[src/rtl/asbe_pkg.sv]
// ----------------------------------------------------------------------------
// Array stack and bag engine package
// Types and constants shared by the cells, the top level and the checker.
// ----------------------------------------------------------------------------
package asbe_pkg;

    localparam int DEPTH_DEF = 16;
    localparam int WIDTH_DEF = 32;

    localparam int ACTION_W = 4;
    localparam int POS_W    = 4;
    localparam int VALUE_W  = 32;
    localparam int STATUS_W = 2;
    localparam int COUNT_W  = 5;

    typedef enum logic [ACTION_W-1:0] {
        ACT_PUSH         = 4'd0,
        ACT_POP          = 4'd1,
        ACT_TOP          = 4'd2,
        ACT_GET          = 4'd3,
        ACT_PUT          = 4'd4,
        ACT_REMOVE_AT    = 4'd5,
        ACT_SWAP         = 4'd6,
        ACT_REMOVE_VALUE = 4'd7,
        ACT_CONTAINS     = 4'd8
    } t_action;

    typedef enum logic [STATUS_W-1:0] {
        ST_OK   = 2'd0,
        ST_BAD  = 2'd1,
        ST_FULL = 2'd2
    } t_status;

    typedef enum logic [1:0] {
        WR_LOAD,
        WR_SHIFT,
        WR_SWAP
    } t_wr_kind;

    typedef enum logic [1:0] {
        S_IDLE,
        S_SCAN,
        S_APPLY
    } t_state;

    typedef struct packed {
        logic     wr_en;
        t_wr_kind wr_kind;
        logic     match_value;
    } t_cell_ctrl;

endpackage

[src/rtl/array_stack_bag_engine.sv]
// A command accepted in S_IDLE steps through S_SCAN and S_APPLY; the result is registered at the end of S_APPLY.
// A new command is taken only in S_IDLE; busy stays high through S_SCAN and S_APPLY.
// The chain moves one cell per cycle, so every lookup runs through all cells in S_SCAN before the update.
// The result strobe lasts one cycle and the receiver cannot stall it.
// Reset clears the count, the controller and the strobe; entries stay unknown until written.
// ----------------------------------------------------------------------------
// Array stack and bag engine
// Bounded store of DEPTH entries used as a stack and as a bag. A row of cells
// resolves indexed reads and value searches, then updates in the S_APPLY state.
// ----------------------------------------------------------------------------
module array_stack_bag_engine #(
    parameter int DEPTH = asbe_pkg::DEPTH_DEF,
    parameter int WIDTH = asbe_pkg::WIDTH_DEF
) (
    input  logic                          i_clk,
    input  logic                          i_rst_n,
    input  logic                          start,
    output logic                          busy,
    input  logic [asbe_pkg::ACTION_W-1:0] i_action,
    input  logic [asbe_pkg::POS_W-1:0]    i_position,
    input  logic [asbe_pkg::POS_W-1:0]    i_second_position,
    input  logic [asbe_pkg::VALUE_W-1:0]  i_item_value,
    output logic                          o_valid,
    output logic [asbe_pkg::VALUE_W-1:0]  o_read_value,
    output logic                          o_found,
    output logic [asbe_pkg::STATUS_W-1:0] o_status,
    output logic [asbe_pkg::COUNT_W-1:0]  o_item_count,
    output logic                          o_is_empty
);
    import asbe_pkg::*;

    localparam int CNT_W = $clog2(DEPTH + 1);
    localparam int KEY_W = (CNT_W > POS_W) ? CNT_W : POS_W;
    localparam int IDX_W = $clog2(DEPTH);

    t_state           r_state, n_state;
    logic [IDX_W-1:0] r_scan, n_scan;
    logic [CNT_W-1:0] r_count, n_count;
    t_action          r_action;
    logic [POS_W-1:0] r_pos;
    logic [POS_W-1:0] r_pos2;
    logic [WIDTH-1:0] r_value;

    logic                 r_valid;
    logic [VALUE_W-1:0]   r_read_value, n_read_value;
    logic                 r_found, n_found;
    t_status              r_status, n_status;
    logic [COUNT_W-1:0]   r_item_count;
    logic                 r_is_empty;

    logic       accept;
    logic       apply;
    t_cell_ctrl cell_ctrl;
    t_wr_kind   wr_kind;
    logic       wr_req;

    logic [KEY_W-1:0] key_cnt;
    logic [KEY_W-1:0] key_p;
    logic [KEY_W-1:0] key_q;
    logic [KEY_W-1:0] key_a;
    logic [KEY_W-1:0] key_w;
    logic             p_ok;
    logic             q_ok;
    logic             is_full;
    logic             is_zero;

    logic [WIDTH-1:0] w_entry [DEPTH];
    logic             w_hit   [DEPTH+1];
    logic [WIDTH-1:0] w_dat_a [DEPTH+1];
    logic [IDX_W-1:0] w_idx   [DEPTH+1];
    logic [WIDTH-1:0] w_dat_b [DEPTH+1];

    assign accept = start && !busy;

    always_comb begin
        n_state = r_state;
        case (r_state)
            S_IDLE: begin
                if (start) begin
                    n_state = S_SCAN;
                end
            end
            S_SCAN: begin
                if (r_scan == IDX_W'(DEPTH - 1)) begin
                    n_state = S_APPLY;
                end
            end
            S_APPLY: begin
                n_state = S_IDLE;
            end
            default: begin
                n_state = S_IDLE;
            end
        endcase
    end

    always_comb begin
        busy  = 1'b1;
        apply = 1'b0;
        case (r_state)
            S_IDLE: begin
                busy = 1'b0;
            end
            S_SCAN: begin
                busy = 1'b1;
            end
            S_APPLY: begin
                apply = 1'b1;
            end
            default: begin
                busy = 1'b1;
            end
        endcase
    end

    assign n_scan = (r_state == S_SCAN) ? r_scan + IDX_W'(1) : '0;

    assign key_cnt = KEY_W'(r_count);
    assign key_p   = KEY_W'(r_pos);
    assign key_q   = KEY_W'(r_pos2);
    assign p_ok    = key_p < key_cnt;
    assign q_ok    = key_q < key_cnt;
    assign is_full = (r_count == CNT_W'(DEPTH));
    assign is_zero = (r_count == '0);
    assign key_a   = (r_action == ACT_TOP) ? key_cnt - KEY_W'(1) : key_p;

    always_comb begin
        n_read_value = '0;
        n_found      = 1'b0;
        n_status     = ST_OK;
        n_count      = r_count;
        wr_req       = 1'b0;
        wr_kind      = WR_LOAD;
        key_w        = key_p;
        case (r_action)
            ACT_PUSH: begin
                if (is_full) begin
                    n_status = ST_FULL;
                end else begin
                    wr_req  = 1'b1;
                    key_w   = key_cnt;
                    n_count = r_count + CNT_W'(1);
                end
            end
            ACT_POP: begin
                if (is_zero) begin
                    n_status = ST_BAD;
                end else begin
                    n_count = r_count - CNT_W'(1);
                end
            end
            ACT_TOP: begin
                if (is_zero) begin
                    n_status = ST_BAD;
                end else begin
                    n_read_value = VALUE_W'(w_dat_a[0]);
                end
            end
            ACT_GET: begin
                if (!p_ok) begin
                    n_status = ST_BAD;
                end else begin
                    n_read_value = VALUE_W'(w_dat_a[0]);
                end
            end
            ACT_PUT: begin
                if (!p_ok) begin
                    n_status = ST_BAD;
                end else begin
                    wr_req = 1'b1;
                end
            end
            ACT_REMOVE_AT: begin
                if (!p_ok) begin
                    n_status = ST_BAD;
                end else begin
                    wr_req  = 1'b1;
                    wr_kind = WR_SHIFT;
                    n_count = r_count - CNT_W'(1);
                end
            end
            ACT_SWAP: begin
                if (!p_ok || !q_ok) begin
                    n_status = ST_BAD;
                end else begin
                    wr_req  = 1'b1;
                    wr_kind = WR_SWAP;
                end
            end
            ACT_REMOVE_VALUE: begin
                if (w_hit[0]) begin
                    n_found = 1'b1;
                    wr_req  = 1'b1;
                    wr_kind = WR_SHIFT;
                    key_w   = KEY_W'(w_idx[0]);
                    n_count = r_count - CNT_W'(1);
                end
            end
            ACT_CONTAINS: begin
                n_found = w_hit[0];
            end
            default: begin
                n_status = ST_BAD;
            end
        endcase
    end

    assign cell_ctrl.wr_en       = apply && wr_req;
    assign cell_ctrl.wr_kind     = wr_kind;
    assign cell_ctrl.match_value = (r_action == ACT_REMOVE_VALUE) || (r_action == ACT_CONTAINS);

    assign w_hit[DEPTH]   = 1'b0;
    assign w_dat_a[DEPTH] = '0;
    assign w_idx[DEPTH]   = '0;
    assign w_dat_b[DEPTH] = '0;

    for (genvar k = 0; k < DEPTH; k++) begin : g_cell
        asbe_cell #(
            .WIDTH (WIDTH),
            .KEY_W (KEY_W),
            .IDX_W (IDX_W),
            .INDEX (k)
        ) u_cell (
            .i_clk      (i_clk),
            .i_ctrl     (cell_ctrl),
            .i_key_a    (key_a),
            .i_key_b    (key_q),
            .i_key_w    (key_w),
            .i_count    (key_cnt),
            .i_value    (r_value),
            .i_swap_a   (w_dat_a[0]),
            .i_swap_b   (w_dat_b[0]),
            .i_above    ((k == DEPTH - 1) ? w_entry[k] : w_entry[(k + 1) % DEPTH]),
            .i_hit_in   (w_hit[k + 1]),
            .i_dat_a_in (w_dat_a[k + 1]),
            .i_idx_in   (w_idx[k + 1]),
            .i_dat_b_in (w_dat_b[k + 1]),
            .o_entry    (w_entry[k]),
            .o_hit      (w_hit[k]),
            .o_dat_a    (w_dat_a[k]),
            .o_idx      (w_idx[k]),
            .o_dat_b    (w_dat_b[k])
        );
    end

    always_ff @(posedge i_clk) begin
        if (!i_rst_n) begin
            r_state <= S_IDLE;
            r_scan  <= '0;
            r_count <= '0;
            r_valid <= 1'b0;
        end else begin
            r_state <= n_state;
            r_scan  <= n_scan;
            r_valid <= apply;
            if (apply) begin
                r_count <= n_count;
            end
        end
    end

    always_ff @(posedge i_clk) begin
        if (accept) begin
            r_action <= t_action'(i_action);
            r_pos    <= i_position;
            r_pos2   <= i_second_position;
            r_value  <= WIDTH'(i_item_value);
        end
        if (apply) begin
            r_read_value <= n_read_value;
            r_found      <= n_found;
            r_status     <= n_status;
            r_item_count <= COUNT_W'(n_count);
            r_is_empty   <= (n_count == '0);
        end
    end

    assign o_valid      = r_valid;
    assign o_read_value = r_read_value;
    assign o_found      = r_found;
    assign o_status     = r_status;
    assign o_item_count = r_item_count;
    assign o_is_empty   = r_is_empty;

endmodule

[src/rtl/asbe_cell.sv]
// ----------------------------------------------------------------------------
// Array stack and bag engine cell
// Holds one entry, passes the lookup chain down to its lower neighbor every
// cycle, and takes a load, a shift from above or a swap value on update.
// ----------------------------------------------------------------------------
module asbe_cell #(
    parameter int WIDTH = 32,
    parameter int KEY_W = 5,
    parameter int IDX_W = 4,
    parameter int INDEX = 0
) (
    input  logic                  i_clk,
    input  asbe_pkg::t_cell_ctrl  i_ctrl,
    input  logic [KEY_W-1:0]      i_key_a,
    input  logic [KEY_W-1:0]      i_key_b,
    input  logic [KEY_W-1:0]      i_key_w,
    input  logic [KEY_W-1:0]      i_count,
    input  logic [WIDTH-1:0]      i_value,
    input  logic [WIDTH-1:0]      i_swap_a,
    input  logic [WIDTH-1:0]      i_swap_b,
    input  logic [WIDTH-1:0]      i_above,
    input  logic                  i_hit_in,
    input  logic [WIDTH-1:0]      i_dat_a_in,
    input  logic [IDX_W-1:0]      i_idx_in,
    input  logic [WIDTH-1:0]      i_dat_b_in,
    output logic [WIDTH-1:0]      o_entry,
    output logic                  o_hit,
    output logic [WIDTH-1:0]      o_dat_a,
    output logic [IDX_W-1:0]      o_idx,
    output logic [WIDTH-1:0]      o_dat_b
);
    import asbe_pkg::*;

    localparam logic [KEY_W-1:0] MyKey = KEY_W'(INDEX);
    localparam logic [IDX_W-1:0] MyIdx = IDX_W'(INDEX);

    logic [WIDTH-1:0] r_entry, n_entry;
    logic             r_hit, n_hit;
    logic [WIDTH-1:0] r_dat_a, n_dat_a;
    logic [IDX_W-1:0] r_idx, n_idx;
    logic [WIDTH-1:0] r_dat_b, n_dat_b;
    logic             hit_a;
    logic             hit_b;

    always_comb begin
        if (i_ctrl.match_value) begin
            hit_a = (r_entry == i_value) && (MyKey < i_count);
        end else begin
            hit_a = (MyKey == i_key_a);
        end
        hit_b = (MyKey == i_key_b);
    end

    // The lowest matching cell wins because it overrides what comes from above.
    always_comb begin
        n_hit   = hit_a | i_hit_in;
        n_dat_a = hit_a ? r_entry : i_dat_a_in;
        n_idx   = hit_a ? MyIdx : i_idx_in;
        n_dat_b = hit_b ? r_entry : i_dat_b_in;
    end

    always_comb begin
        n_entry = r_entry;
        if (i_ctrl.wr_en) begin
            case (i_ctrl.wr_kind)
                WR_LOAD: begin
                    if (MyKey == i_key_w) begin
                        n_entry = i_value;
                    end
                end
                WR_SHIFT: begin
                    if (MyKey >= i_key_w) begin
                        n_entry = i_above;
                    end
                end
                WR_SWAP: begin
                    if (hit_a) begin
                        n_entry = i_swap_b;
                    end else if (hit_b) begin
                        n_entry = i_swap_a;
                    end
                end
                default: begin
                    n_entry = r_entry;
                end
            endcase
        end
    end

    always_ff @(posedge i_clk) begin
        r_entry <= n_entry;
        r_hit   <= n_hit;
        r_dat_a <= n_dat_a;
        r_idx   <= n_idx;
        r_dat_b <= n_dat_b;
    end

    assign o_entry = r_entry;
    assign o_hit   = r_hit;
    assign o_dat_a = r_dat_a;
    assign o_idx   = r_idx;
    assign o_dat_b = r_dat_b;

endmodule

[config.mk]
export PLATFORM = sky130hd
export DESIGN_NAME = array_stack_bag_engine
export DESIGN_NICKNAME = d
export VERILOG_FILES = /design/src/rtl/asbe_pkg.sv /design/src/rtl/array_stack_bag_engine.sv /design/src/rtl/asbe_cell.sv
export SDC_FILE = /design/constraint.sdc
export NUM_CORES = 2
export LEC_CHECK = 0
export ABC_CLOCK_PERIOD_IN_PS = 8800
export BUFFER_PORTS_ARGS = -buffer_cell sky130_fd_sc_hd__buf_2
export CORE_MARGIN = 10
export CORE_UTILIZATION = 40
export DETAILED_ROUTE_END_ITERATION = 16
export HOLD_SLACK_MARGIN = 0.05
export PLACE_DENSITY = 0.64
export SYNTH_ARGS = -nofsm -noshare
export SYNTH_HDL_FRONTEND = slang
export SYNTH_SLANG_ARGS = --single-unit
export TNS_END_PERCENT = 5
[constraint.sdc]
create_clock -name i_clk -period 8.8 [get_ports i_clk]
set_input_delay 0.88 -clock i_clk [delete_from_list [all_inputs] [get_ports i_clk]]
set_output_delay 0.88 -clock i_clk [all_outputs]
set_load 0.05 [all_outputs]
**Yosys cells after proc, flatten, opt, wreduce, memory -nomap -nowiden**

Cells that the tools add are included.

- $add $sub $neg: 3
- Multiply operators: 0
- Divide/modulo/power cells: 0
- Magnitude comparators: 33
- Equality and inequality tests: 124
- Shift-type cells: 0
- Mux-type cells: 158
- Bitwise operators: 15
- Reduce and logical (&&, ||, !) cells: 54

Operators with widths:

| operator | number |
|---|---|
| 32-bit two-way mux | 95 |
| 32-bit one-hot mux with 3 select lines | 15 |
| 32-bit == test | 16 |
| 32-bit one-hot mux with 2 select lines | 2 |
| 4-bit by 5-bit == test with 1-bit output (first input constant) | 16 |
| 5-bit AND reduction | 15 |
| 2-bit by 1-bit inequality test with 1-bit output (second input constant) | 31 |
| 3-bit by 1-bit inequality test with 1-bit output (second input constant) | 16 |
| 3-bit by 5-bit == test with 1-bit output (first input constant) | 8 |
| 4-bit by 5-bit < comparator with 1-bit output (first input constant) | 8 |
| 4-bit by 5-bit greater-or-equal comparator with 1-bit output (first input constant) | 7 |
| 4-bit == test (first input constant) | 8 |
| 5-bit two-way mux | 6 |
| 1-bit two-way mux | 27 |
| 5-bit zero test | 5 |
| 2-bit by 5-bit == test with 1-bit output (first input constant) | 4 |
| 3-bit by 5-bit greater-or-equal comparator with 1-bit output (first input constant) | 4 |
| 3-bit by 5-bit < comparator with 1-bit output (first input constant) | 4 |
| 5-bit one-hot mux with 4 select lines | 1 |
| 1-bit logical AND | 18 |
| 3-bit by 4-bit == test with 1-bit output (first input constant) | 4 |
| 4-bit by 3-bit == test with 1-bit output (second input constant) | 4 |
| 1-bit bitwise OR | 15 |
| 1-bit by 5-bit == test with 1-bit output (first input constant) | 2 |
| other kinds (35) | 56 |

- Bits in registers: 1713
- Latch bits: 0
- RAM bits: 0
- Memory bits (read-only): 0
- Input bits: 47
- Output and inout port bits: 43
- Word-level logic and storage cells: 480
- Memories kept: 0

**Logic depth before layout (Yosys ltp)**

- Depth in word-level cells: 8
- Mapped depth: 19
- Gate-level depth less buffers: 15

**Modules after synthesis**

From an unflattened synthesis, not the netlist that was laid out.

- Cells, all modules: 7902
- Area, all modules: 87016.0 µm²

Modules (own cells, without submodules):

| module | instances | cells each | area each (µm²) | sequential area each (µm²) |
|---|---|---|---|---|
| asbe_cell (g_cell[11].u_cell) | 1 | 551 | 5421.4 | 2342.2 |
| asbe_cell (g_cell[5].u_cell) | 1 | 555 | 5308.8 | 2342.2 |
| asbe_cell (g_cell[8].u_cell) | 1 | 460 | 5248.8 | 2342.2 |
| asbe_cell (g_cell[2].u_cell) | 1 | 459 | 5225.0 | 2342.2 |
| asbe_cell (g_cell[0].u_cell) | 1 | 491 | 5220.0 | 2342.2 |
| asbe_cell (g_cell[1].u_cell) | 1 | 459 | 5217.5 | 2342.2 |
| asbe_cell (g_cell[9].u_cell) | 1 | 459 | 5170.0 | 2342.2 |
| asbe_cell (g_cell[10].u_cell) | 1 | 459 | 5162.5 | 2342.2 |
| asbe_cell (g_cell[12].u_cell) | 1 | 460 | 5154.9 | 2342.2 |
| asbe_cell (g_cell[6].u_cell) | 1 | 458 | 5144.9 | 2342.2 |
| asbe_cell (g_cell[3].u_cell) | 1 | 458 | 5142.4 | 2342.2 |
| asbe_cell (g_cell[4].u_cell) | 1 | 461 | 5096.1 | 2342.2 |
| asbe_cell (g_cell[13].u_cell) | 1 | 461 | 5089.9 | 2342.2 |
| asbe_cell (g_cell[14].u_cell) | 1 | 458 | 5084.9 | 2342.2 |
| 3 more rows | -- | -- | -- | -- |

**Worst setup path before layout**

OpenSTA, ideal clock, no wires.

- Path kind: register to register
- Start: reg r_count[1] (netlist: key_cnt[1])
- End: reg g_cell[5].u_cell.r_entry[0], enable pin
- Setup time: 0.595 ns
- Arrival: 7.773 ns
- Required time: 8.205 ns
- Path slack: 0.432 ns
- Stages on the path, launching flop included: 16
- Buffers on the path: 3
- Period minus slack after synthesis: 8.368 ns
- Cells stage by stage: dfxtp_1 > clkbuf_1 > inv_1 > ha_1 > inv_1 > o21a_1 > o22ai_1 > o21ai_0 > nand4b_1 > inv_1 > ha_1 > clkbuf_1 > inv_1 > clkbuf_1 > nor2_1 > a2111oi_0

- Word-level cells in the longest chain between the ends: 8
- Elaborated cells on any way between the ends: 32
- Classes of those cells: add/sub (1); order compare (4); eq/ne (8); mux (11); reduce/logical (8)

RTL lines:

| item | RTL line | source |
|---|---|---|
| from (decl) | array_stack_bag_engine.sv:38 | `logic [CNT_W-1:0] r_count, n_count;` |
| from (signal assigned) | array_stack_bag_engine.sv:257 | `r_count <= n_count;` |
| 4-bit by 5-bit < comparator with 1-bit output, on equally long branches | array_stack_bag_engine.sv:121, array_stack_bag_engine.sv:122 |  |
| 1-bit zero test | array_stack_bag_engine.sv:183 | `if (!p_ok \|\| !q_ok) begin` |
| 1-bit logical OR | array_stack_bag_engine.sv:183 |  |
| 2-bit two-way mux | array_stack_bag_engine.sv:183 |  |
| 2-bit one-hot mux with 3 select lines | array_stack_bag_engine.sv:135 | `case (r_action)` |
| 2-bit == test, or another cell as far along | asbe_cell.sv:65 | `case (i_ctrl.wr_kind)` |
| 3-bit by 1-bit inequality test with 1-bit output (no line), or another cell as far along | -- |  |
| 5-bit AND reduction (no line) (*) | -- |  |
| to (signal assigned) | asbe_cell.sv:91 | `r_entry <= n_entry;` |
| to (decl) | asbe_cell.sv:37 | `logic [WIDTH-1:0] r_entry, n_entry;` |

Every way passes the cells marked *; elsewhere a longest branch is shown, timed or not.
A chain may end at the register's enable or synchronous reset.

**Worst setup path in the final report**

- Start: reg r_count[0] (netlist: key_cnt[0])
- End: reg g_cell[15].u_cell.r_entry[21], enable pin

- Word-level cells in the longest chain between the ends: 8
- Elaborated cells on any way between the ends: 29
- Classes of those cells: add/sub (1); order compare (3); eq/ne (6); mux (11); reduce/logical (8)

RTL lines:

| item | RTL line |
|---|---|
| 4-bit by 5-bit < comparator with 1-bit output, on equally long branches | array_stack_bag_engine.sv:121, array_stack_bag_engine.sv:122 |
| 1-bit zero test | array_stack_bag_engine.sv:183 |
| 1-bit logical OR | array_stack_bag_engine.sv:183 |
| 2-bit two-way mux | array_stack_bag_engine.sv:183 |
| 2-bit one-hot mux with 3 select lines | array_stack_bag_engine.sv:135 |
| 2-bit == test / 2-bit zero test (equally long branches) | asbe_cell.sv:65 |
| 3-bit by 1-bit inequality test with 1-bit output (no line), or another cell as far along | -- |
| 4-bit AND reduction (no line) (*) | -- |
| to (signal assigned) | asbe_cell.sv:91 |
| to (decl) | asbe_cell.sv:37 |

Marked as above.

==> impl_metrics.prom <==
# TYPE chip_impl_metric gauge
chip_impl_info{name="hold_path_class",value="in2reg"} 1
chip_impl_metric{name="port_buffers",unit=""} 89
chip_impl_metric{name="numnets_final",unit=""} 6286
chip_impl_metric{name="cp_max_fo",unit=""} 34
chip_impl_metric{name="fmax",unit="MHz"} 160
chip_impl_metric{name="synth.yosys.seq_area_share",unit="%"} 54.8
chip_impl_metric{name="multi_input_gate_area_in_the_final_layout",unit="µm²"} 31200
chip_impl_metric{name="row_count",unit=""} 156
chip_impl_info{name="critPathCaptureType",value="register"} 1
chip_impl_info{name="tritoncts_clock_tree",value="built"} 1
chip_impl_info{name="timing.setup.critical_path_class",value="reg2reg"} 1
chip_impl_metric{name="cts_sinks",unit=""} 1705
chip_impl_metric{name="post_cts_buffers",unit=""} 0
chip_impl_metric{name="crit_arrival",unit="ns"} 6.79
chip_impl_metric{name="chipWidth",unit="µm"} 448
chip_impl_metric{name="avgSynthCellArea",unit="µm²"} 11.5
chip_impl_metric{name="final-instance-count-excl-fill",unit=""} 8756
chip_impl_metric{name="yosys_warnings",unit=""} 0
chip_impl_metric{name="globalplace.congestion",unit=""} 1.01
chip_impl_metric{name="timing.slew.headroom",unit="%"} 7.27
chip_impl_info{name="clk_root_buffer_cell",value="sky130_fd_sc_hd__clkbuf_16"} 1
chip_impl_metric{name="finalWorstPathRequiredPeriod",unit="ns"} 6.24
chip_impl_metric{name="syn-cell-area",unit="µm²"} 73200
chip_impl_metric{name="final.fill_count",unit=""} 16500
chip_impl_metric{name="final-hold-violation-count",unit=""} 0
chip_impl_metric{name="register_area",unit="µm²"} 40100
chip_impl_metric{name="initial_core_util",unit="%"} 40.3
chip_impl_metric{name="clock_tree_skew_after_final_layout",unit="ns"} 0.0797
chip_impl_metric{name="ctsLongestPathBuffers",unit=""} 3
chip_impl_info{name="run_status",value="finished clean"} 1
chip_impl_metric{name="coreArea",unit="µm²"} 181000
chip_impl_info{name="cp-start-kind",value="register"} 1
chip_impl_metric{name="synthCells",unit=""} 6354
chip_impl_info{name="grt_setup_unrepaired",value="no"} 1
chip_impl_metric{name="synth_async_sr_flop_share",unit="%"} 0
chip_impl_info{name="yosys.cell_count.top_type",value="sky130_fd_sc_hd__dfxtp_1"} 1
chip_impl_metric{name="dp.final_hpwl",unit="µm"} 203000
chip_impl_metric{name="place_inst",unit=""} 8411
chip_impl_metric{name="timing.final.max_slew_violations",unit=""} 0
chip_impl_metric{name="grt_use_total",unit="%"} 28.3
chip_impl_metric{name="synth_enable_flop_cells",unit=""} 597
chip_impl_metric{name="final.period_utilization",unit="%"} 70.9
chip_impl_metric{name="layout-area-overhead-vs-synth",unit="%"} 12.4
chip_impl_metric{name="die_area",unit="µm²"} 200000
chip_impl_metric{name="detailroute.via_count",unit=""} 55200
chip_impl_info{name="synth_top_cells_by_area",value="sky130_fd_sc_hd__dfxtp_1, sky130_fd_sc_hd__edfxtp_1, sky130_fd_sc_hd__mux2_2"} 1
chip_impl_metric{name="final-setup-viol-count",unit=""} 0
chip_impl_metric{name="worst_voltage_drop_across_the_vdd_grid",unit="µV"} 165
chip_impl_metric{name="post_route_cells_drive_above_1_share",unit="%"} 25.0
chip_impl_metric{name="drt-pass1-iter-count",unit=""} 9
chip_impl_metric{name="setup_total_negative_slack",unit="ns"} 0
chip_impl_info{name="yosys-top-cells-count",value="sky130_fd_sc_hd__dfxtp_1, sky130_fd_sc_hd__mux2_2, sky130_fd_sc_hd__edfxtp_1, sky130_fd_sc_hd__a21oi_1, sky130_fd_sc_hd__clkbuf_1"} 1
chip_impl_metric{name="post_synth_num_cell_types",unit=""} 81
chip_impl_metric{name="htree_num_levels",unit=""} 4
chip_impl_metric{name="power.density_cell_area",unit="nW/µm²"} 221
chip_impl_metric{name="drt-initial-drc-count",unit=""} 9055
chip_impl_metric{name="yosysTopAreaCellShare",unit="%"} 30.3
chip_impl_metric{name="drt-vias-per-instance",unit=""} 6.31
chip_impl_metric{name="synth-seq-cells",unit=""} 1705
chip_impl_metric{name="worstPathRequired",unit="ns"} 9.35
chip_impl_metric{name="insertion_delay",unit="ns"} 0.86
chip_impl_metric{name="grt_first_pass_wirelength",unit="µm"} 407000
chip_impl_metric{name="clk_transition_reported_paths",unit="ns"} 0.06
chip_impl_metric{name="antenna_violating_nets_post_route",unit=""} 0
chip_impl_metric{name="worst_max_slew_pin_slew",unit="ns"} 1.38
chip_impl_info{name="synth-main-ff-cell",value="sky130_fd_sc_hd__dfxtp_1"} 1
chip_impl_metric{name="antenna_found_initial",unit=""} 26
chip_impl_metric{name="drt-total-wl",unit="µm"} 295000
chip_impl_metric{name="syn_nets",unit=""} 6416
chip_impl_metric{name="post_cts_hold_buffer_count",unit=""} 0
chip_impl_metric{name="pin_count_of_the_biggest_net_entering_global_routing",unit=""} 136
chip_impl_metric{name="detail_route.wl_per_cell",unit="µm"} 33.7
chip_impl_metric{name="grt_pass1_vias",unit=""} 53000
chip_impl_metric{name="route.detailed.drc",unit=""} 0
chip_impl_metric{name="num_io_pins",unit=""} 90
chip_impl_metric{name="grt_overflow_total",unit=""} 0
chip_impl_metric{name="timing.max_cap.violations",unit=""} 0
chip_impl_metric{name="cts-resized-gates",unit=""} 0
chip_impl_metric{name="numCtsBuffers",unit=""} 180
chip_impl_info{name="synthDominantAreaCellType",value="sky130_fd_sc_hd__dfxtp_1"} 1
chip_impl_metric{name="die_h",unit="µm"} 448
chip_impl_metric{name="leakage_power",unit="nW"} 30.4
chip_impl_metric{name="setup.reg_to_reg.worst_slack",unit="ns"} 2.56
[logic make-up (layout without fill, tap and decap cells)]
| family | after synthesis | in the layout | synth area share [%] |
|---|---|---|---|
| compound gates | 1301 | 1301 | 10.8 |
| buf+inv | 592 | 619 | 3.33 |
| mux | 1017 | 1017 | 15.6 |
| flops | 1705 | 1705 | 54.8 |
| other cells | 0 | 5 | 0 |
| simple gates | 1202 | 1202 | 8.94 |
| xor+xnor | 522 | 522 | 6.25 |
| fa+ha+maj | 15 | 15 | 0.257 |
[through the flow]
step	cell area, µm²	util (%)	hold WS, ns	power [mW]	worst slack [ns]
CTS	82200	45.4	0.178	18.2	2.84
finish	82300	45.4	0.210	18.2	2.56
global placement	76000	41.9	0.390	10.4	2.91
global route	82300	45.4	0.191	18.7	2.49
detailed placement	76000	41.9	0.399	10.4	2.82
floorplan	73200	-	0.386	9.83	0.432
[path summary, 6_finish.rpt]
path                                                  from                            end  cells after the start
worst max-delay path                            key_cnt[0]  g_cell[15].u_cell.o_entry[21]                     10
worst min-delay path                      i_item_value[23]                    r_value[23]                      1
worst max register to register                  key_cnt[0]  g_cell[15].u_cell.o_entry[21]                     10
worst min register to register  g_cell[10].u_cell.o_idx[3]      g_cell[9].u_cell.o_idx[3]                      1
[cell usage in the layout (no fill, tap or decap), types with 119 or more instances in the layout]
master / netlist / routed
sky130_fd_sc_hd__a21oi_1: 499 / 499
sky130_fd_sc_hd__or3_1: 128 / 128
sky130_fd_sc_hd__nand2_1: 271 / 268
sky130_fd_sc_hd__clkbuf_16: 0 / 196
sky130_fd_sc_hd__nor2_1: 134 / 119
sky130_fd_sc_hd__mux2_2: 954 / 954
sky130_fd_sc_hd__buf_4: 6 / 145
sky130_fd_sc_hd__xnor2_1: 275 / 275
sky130_fd_sc_hd__o211ai_1: 295 / 295
sky130_fd_sc_hd__dfxtp_1: 1108 / 1108
sky130_fd_sc_hd__edfxtp_1: 597 / 597
sky130_fd_sc_hd__o21ai_0: 255 / 255
sky130_fd_sc_hd__and2_1: 161 / 161
sky130_fd_sc_hd__xor2_1: 247 / 247
[report_power, final]
| part | leakage (nW) | internal, mW | switching [mW] | total (mW) |
|---|---|---|---|---|
| Sequential | 14.5 | 8.65 | 0.223 | 8.87 |
| Clock | 3.09 | 4.52 | 3.42 | 7.94 |
| Combinational | 12.8 | 0.599 | 0.808 | 1.41 |
[sequential cells by signal, summed over array words and instances (netlist names), 5 cells and up]
register / flops
g_cell.u_cell.o_entry: 512
g_cell.u_cell.o_dat_a: 512
g_cell.u_cell.o_dat_b: 512
g_cell.u_cell.o_idx: 57
g_cell.u_cell.o_hit: 15
r_value: 32
key_cnt: 5
o_read_value: 32
o_item_count: 5
[per-layer routing]
layer / vias to the layer above / global-route usage [%] / part of all wire [%]
met4: 24 / 16.8 / 7.3
met2: 4154 / 42.5 / 43
met3: 1015 / 9.21 / 13
met1: 27200 / 35.4 / 37
met5: - / 0 / 0.053
li1: 22900 / - / -
[area by class of cell]
cell class                      count  share of cell area [%]
Antenna cell                        5                  0.0152
Clock buffer                      251                    6.53
Clock inverter                     88                    1.06
Inverter                           42                   0.192
Multi-Input combinational cell   4057                    37.9
Sequential cell                  1705                    48.8
Tap cell                         2370                    3.60
Timing Repair Buffer              238                    1.95
[worst max-delay path, cell delays in order (launching register included)]
cell and delay [ns]:
sky130_fd_sc_hd__dfxtp_1 0.81, sky130_fd_sc_hd__inv_1 0.46, sky130_fd_sc_hd__ha_1 0.49, sky130_fd_sc_hd__nor3b_1 0.23, sky130_fd_sc_hd__xnor2_1 0.20, sky130_fd_sc_hd__a22oi_2 0.85, sky130_fd_sc_hd__or3_1 0.22, sky130_fd_sc_hd__buf_4 0.59
sky130_fd_sc_hd__nand2_2 1.02, sky130_fd_sc_hd__o311a_1 0.67, sky130_fd_sc_hd__buf_4 0.27
No activity file was read; power rests on OpenSTA's default activity.
